$ cat config.mk
export PLATFORM = sky130hd
export DESIGN_NAME = tbo_mul
export DESIGN_NICKNAME = d
export VERILOG_FILES = /design/src/design/tbo_pkg.sv /design/src/design/tbo_mul.sv
export SDC_FILE = /design/constraint.sdc
export NUM_CORES = 2
export LEC_CHECK = 0
export BUFFER_PORTS_ARGS = -buffer_cell sky130_fd_sc_hd__buf_2
export CAP_MARGIN = 20
export CORE_MARGIN = 2
export CORE_UTILIZATION = 40
export DETAILED_ROUTE_END_ITERATION = 7
export RECOVER_POWER = 25
export SETUP_SLACK_MARGIN = 0.2
export SYNTH_ARGS = -nofsm -noshare
export SYNTH_HDL_FRONTEND = slang
export SYNTH_SLANG_ARGS = --single-unit
export TNS_END_PERCENT = 30
$ cat constraint.sdc
create_clock -name clock -period 13.58 [get_ports clock]
set_clock_uncertainty 0.05 [all_clocks]
set_input_delay 0.679 -clock clock [delete_from_list [all_inputs] [get_ports clock]]
set_output_delay 0.679 -clock clock [all_outputs]
set_load 0.005 [all_outputs]
$ cat src/design/tbo_pkg.sv
// shared constants and types of the triangle box overlap test
package tbo_pkg;
   localparam int MUL_CHUNK       = 32;
   localparam int HALF_WIDTH      = 31;
   localparam int TOL_WIDTH       = 16;
   localparam int CSR_INDEX_WIDTH = 4;
   localparam int CSR_DATA_WIDTH  = 32;

   typedef enum logic [CSR_INDEX_WIDTH-1:0] {
      CSR_HALF_X    = 4'd0,
      CSR_HALF_Y    = 4'd1,
      CSR_HALF_Z    = 4'd2,
      CSR_TOLERANCE = 4'd3
   } csr_index_type;
endpackage

$ cat src/design/tbo_mul.sv
// pipelined signed multiplier built from chunk partial products, three stages
module tbo_mul #(
   parameter int A_WIDTH = 32,
   parameter int B_WIDTH = 32
) (
   input  logic                              clock,
   input  logic                              en,
   input  logic signed [A_WIDTH-1:0]         a,
   input  logic signed [B_WIDTH-1:0]         b,
   output logic signed [A_WIDTH+B_WIDTH-1:0] product
);
   localparam int C  = tbo_pkg::MUL_CHUNK;
   localparam int NA = (A_WIDTH + C - 1) / C;
   localparam int NB = (B_WIDTH + C - 1) / C;
   localparam int PW = A_WIDTH + B_WIDTH;

   logic [A_WIDTH-1:0]   mag_a;
   logic [B_WIDTH-1:0]   mag_b;
   logic [NA*C-1:0]      ua_ff, ua_in;
   logic [NB*C-1:0]      ub_ff, ub_in;
   logic                 neg1_ff, neg1_in, neg2_ff;
   logic [2*C-1:0]       pp_ff [NA][NB];
   logic [2*C-1:0]       pp_in [NA][NB];
   logic [PW-1:0]        acc;
   logic signed [PW-1:0] product_ff, product_in;

   always_comb begin
      mag_a   = a[A_WIDTH-1] ? A_WIDTH'(-a) : a;
      mag_b   = b[B_WIDTH-1] ? B_WIDTH'(-b) : b;
      ua_in   = (NA*C)'(mag_a);
      ub_in   = (NB*C)'(mag_b);
      neg1_in = a[A_WIDTH-1] ^ b[B_WIDTH-1];
   end

   always_comb begin
      for (int i = 0; i < NA; i++) begin
         for (int j = 0; j < NB; j++) begin
            pp_in[i][j] = ua_ff[i*C +: C] * ub_ff[j*C +: C];
         end
      end
   end

   always_comb begin
      acc = '0;
      for (int i = 0; i < NA; i++) begin
         for (int j = 0; j < NB; j++) begin
            acc = acc + (PW'(pp_ff[i][j]) << (C * (i + j)));
         end
      end
      product_in = neg2_ff ? -$signed(acc) : $signed(acc);
   end

   always_ff @(posedge clock) begin
      if (en) begin
         ua_ff      <= ua_in;
         ub_ff      <= ub_in;
         neg1_ff    <= neg1_in;
         pp_ff      <= pp_in;
         neg2_ff    <= neg1_ff;
         product_ff <= product_in;
      end
   end

   assign product = product_ff;
endmodule

* Word level (Yosys, flattened, before mapping)
Cells that the tools add are included.
** Word-level totals
- Register bits after elaboration :: 194
- Input port bits :: 66
- Output and inout bits :: 64
- Logic and storage cells :: 16
** Operators by class
- Add/sub/neg operators :: 3
- Multiply operators :: 1
- Mux-type cells :: 3
- Bitwise gates (word level) :: 1
** Operators by type and width (number)
- $mul 32x32->64 :: 1
- $mux 64 :: 1
- $neg 32->32 :: 2
- $neg 64->64 :: 1
- $mux 31 :: 2
- $xor 1x1->1 :: 1

* Depth between registers and ports, before layout
- Depth in word-level cells :: 2
- Mapped depth :: 28
- Gate-level depth less buffers :: 26

* Worst setup path before layout
Ideal clock, no wire load.
- Kind :: register -> register
- From :: register ua_ff[30]
- To :: register pp_ff[61] in the netlist's numbering, data pin
- Arrival time :: 6.989 ns
- Setup slack :: 6.259 ns
- Cell stages (with the launch flop) :: 27
- Cells stage by stage :: edfxtp_1 > clkbuf_1 > nand2_1 > fa_1 > inv_1 > fa_1 > fa_1 > inv_1 > fa_1 > inv_1 > fa_1 > fa_1 > fa_1 > inv_1 > fa_1 > inv_1 > ha_1 > nand2_1 > nor2_1 > nand2_1 > or4_1 > o31ai_1 > o21ai_0 > a31oi_1 > o21ai_0 > nand4b_1 > o311ai_0
** RTL lines
- start, declared :: RTL line tbo_mul.sv:19 : logic [NA*C-1:0] ua_ff, ua_in;
- start signal, assigned :: RTL line tbo_mul.sv:55 : ua_ff <= ua_in;
- end signal, assigned :: RTL line tbo_mul.sv:58 : pp_ff <= pp_in;
- end, declared :: RTL line tbo_mul.sv:22 : logic [2*C-1:0] pp_ff [NA][NB];

==> impl_results.md <==
- Status: finished with violations
- Failing checks: capacitance limit, slew limit
- HPWL Detailed: 84330 microns
- Top FF cell, synth: edfxtp_1
- Fin cells: 5623
- Drt drc: 0
- Antenna violations before repair: 1
- 1st-iter DRT viols: 1802
- Total wire length: 114400 microns
- Vias in the first global route: 30900
- Drt wl/cell: 20.34 microns
- Final hold vios: 0
- Gr usage total: 22.18%
- Max-slew violation count: 139
- Required time of the critical path: 13830 ps
- Clock Latency Late Sink: 540 ps
- Top-Level Pins: 130
- Drt first pass iters: 5
- Setup TNS: 0 ps
- RD Place Congestion: 0.8943
- EDFF count, synth: 194
- Detail Route Antenna Nets: 0
- Largest net degree at the start of global routing: 105
- Starting density of the core: 40.21%
- Async SR Flop Fraction: 0%
- Fin area: 44280 sq um
- Nets: 5456
- YS warnings: 0
- Core area: 103300 sq um
- Crit start category: register
- FILL cells: 10200
- Mean Syn Cell Area: 9.812 sq um
- Slew @ Worst Pin: 6014 ps
- Pre-CTS setup slack: 4597 ps
- Slew headroom: -300.9%
- Post-CTS resize count: 0
- CP max stage cell: edfxtp_1
- Worst path most repeated cell: fa_1
- H-tree levels: 4
- Fmax: 111.4 MHz
- Total grt overflow: 0
- CTS buffer count: 17
- Sequential fraction of the synthesis area: 14.02%
- First-pass GRT wire length: 180500 microns
- Max Root-Sink Buffers: 2
- Die Y: 326.3 microns
- Synth area leader: fa_1
- Layout area overhead: 6.558%
- Max Cap Viol: 2
- Part of the cycle the worst path needs: 66.11%
- CTS tree: yes
- Final setup violation count: 0
- Syn Inst Count: 4235
- Clk slew on worst S/H paths: 110 ps
- FF+latch area: 5826 sq um
- Row cnt: 118
- Worst setup margin: 4602 ps
- CP Cell Sequence: buf_4 > and2_1 > fa_1 > inv_1 > fa_1 > inv_1 > fa_1 > fa_1 > fa_1 > fa_1 > fa_1 > inv_1 > fa_1 > inv_1 > ha_1 > nand2_1 > nor2_1 > nand2_1 > or4_1 > o31ai_1 > o21ai_0 > a31oi_1 > o21ai_0 > o311ai_0
- Share of the synthesized area in the top cell type: 43.17%
- Share of cells above drive strength 1: 5.706%
- Largest cells by area after synthesis: fa_1, edfxtp_1, and2_1
- Critical Path Fanout Max: 18
- Synthesized cell area: 41550 sq um
- RSZ-0062 raised after global routing: false
- Worst Hold Class: in2reg
- Die ar.: 106500 sq um
- Crit path arrival time: 9230 ps
- Multi-input gate area: 31610 sq um
- Crit. End Element: register
- Die width: 326.3 microns
- Post-route minimum period: 8978 ps
- Netlist cell types: 59
- # hold bufs at CTS: 0
- Setup CP Type: reg2reg
- DP Cell Count: 5588
- Syn nets: 5463
- Reg-to-reg setup timing slack: 4600 ps
- Post-CTS setup buffers: 0
- CTS sink cnt: 194
- Root Driver: clkbuf_16
- Yosys reg bits: 194
- Via density: 5.108
- Via count: 28720
- CP max stage delay: 940 ps
- Port buffer count: 129
- Placed inst area: 43590 sq um
-- worst max-delay path, delay by kind of cell, from the launching register on --
kind	cells	cell delay [ps]
AOI/OAI and AO/OA	5	1660
buffers and inverters	5	700
and+or+nand+nor	5	1190
adders and majority gates	9	4160
DFF	1	940
-- registers in the layout, summed over array words and instances (netlist names) --
name     cells
product     64
pp_ff       64
neg1_ff      1
neg2_ff      1
ub_ff       32
ua_ff       32
-- per-layer routing --
metal | vias to the layer above | global-route usage [%] | share of wire, %
met1 | 14800 | 32.22 | 45
met2 | 1077 | 33.56 | 44
met4 | 2 | 5.425 | 2.3
li1 | 12690 | - | -
met3 | 156 | 5.149 | 8.9
met5 | - | 0 | 0.011
-- layout by cell type, fill, tap and decap left out, types with 4 or more instances in the layout --
cell type / instances
o21bai_1: 12
nor3_1: 18
nor2_1: 38
clkinv_8: 5
or2_2: 7
nand4_1: 20
inv_12: 4
a31oi_1: 6
or4_1: 14
nand3_1: 11
nand2_1: 502
o41ai_1: 13
and2_1: 631
edfxtp_1: 194
xor2_1: 34
a21o_1: 33
clkbuf_16: 17
clkbuf_1: 6
a211oi_1: 5
nor4_1: 10
fa_1: 896
o21ai_0: 78
inv_1: 873
and3_1: 6
o31ai_1: 42
buf_4: 65
buf_2: 124
a21oi_1: 79
xnor2_1: 148
ha_1: 266
nand2b_1: 14
or3_1: 13
-- cell usage after synthesis, types with 5 or more instances --
master and n:
o41ai_1 13, o21bai_1 12, xor2_1 34, nor3_1 18, ha_1 266, a21oi_1 79
fa_1 896, xnor2_1 148, a211oi_1 5, nand3_1 11, or4_1 14, o31ai_1 42
clkbuf_1 218, edfxtp_1 194, and2_1 631, a21o_1 33, and3_1 6, inv_1 873
or2_2 7, o21ai_0 78, nand4_1 20, nand2b_1 14, nor4_1 10, or3_1 13
nor2_1 38, a31oi_1 6, nand2_1 502
-- worst paths after layout --
check | startpoint | to | cells after the start
setup / recovery | ua_ff[14] | pp_ff[61] | 24
hold / removal | a[6] | ua_ff[6] | 2
setup reg to reg | ua_ff[14] | pp_ff[61] | 24
hold reg to reg | pp_ff[0] | product[0] | 0
-- through the flow --
stage / utilization (%) / hold slack (ps)
floorplan: - / 350.3
global placement: 42.18 / 462.0
detailed placement: 42.18 / 479.6
CTS: 42.83 / 319.2
global route: 42.84 / 409.1
finish: 42.84 / 427.6
-- kinds of logic (layout without fill, tap and decap cells) --
| kind of cell | Yosys count | after routing | share of synthesized area [%] |
|---|---|---|---|
| compound gates | 293 | 293 | 4.466 |
| flops | 194 | 194 | 14.02 |
| simple gates | 1309 | 1309 | 16.60 |
| fa+ha+maj | 1162 | 1162 | 51.18 |
| xor+xnor | 182 | 182 | 3.836 |
| other cells | 0 | 2 | 0 |
| buf+inv | 1095 | 1101 | 9.901 |
-- area by class of cell --
class	count	share of cell area (%)
Clock inverter	15	0.5567
Sequential cell	194	13.16
Antenna cell	2	0.01130
Multi-Input combinational cell	2946	71.40
Clock buffer	17	0.9608
Timing Repair Buffer	196	2.617
Inverter	873	7.401
Tap cell	1380	3.900
Power is not shown: default switching activity piles up to over one toggle a cycle in this logic, so the estimate is an artifact.
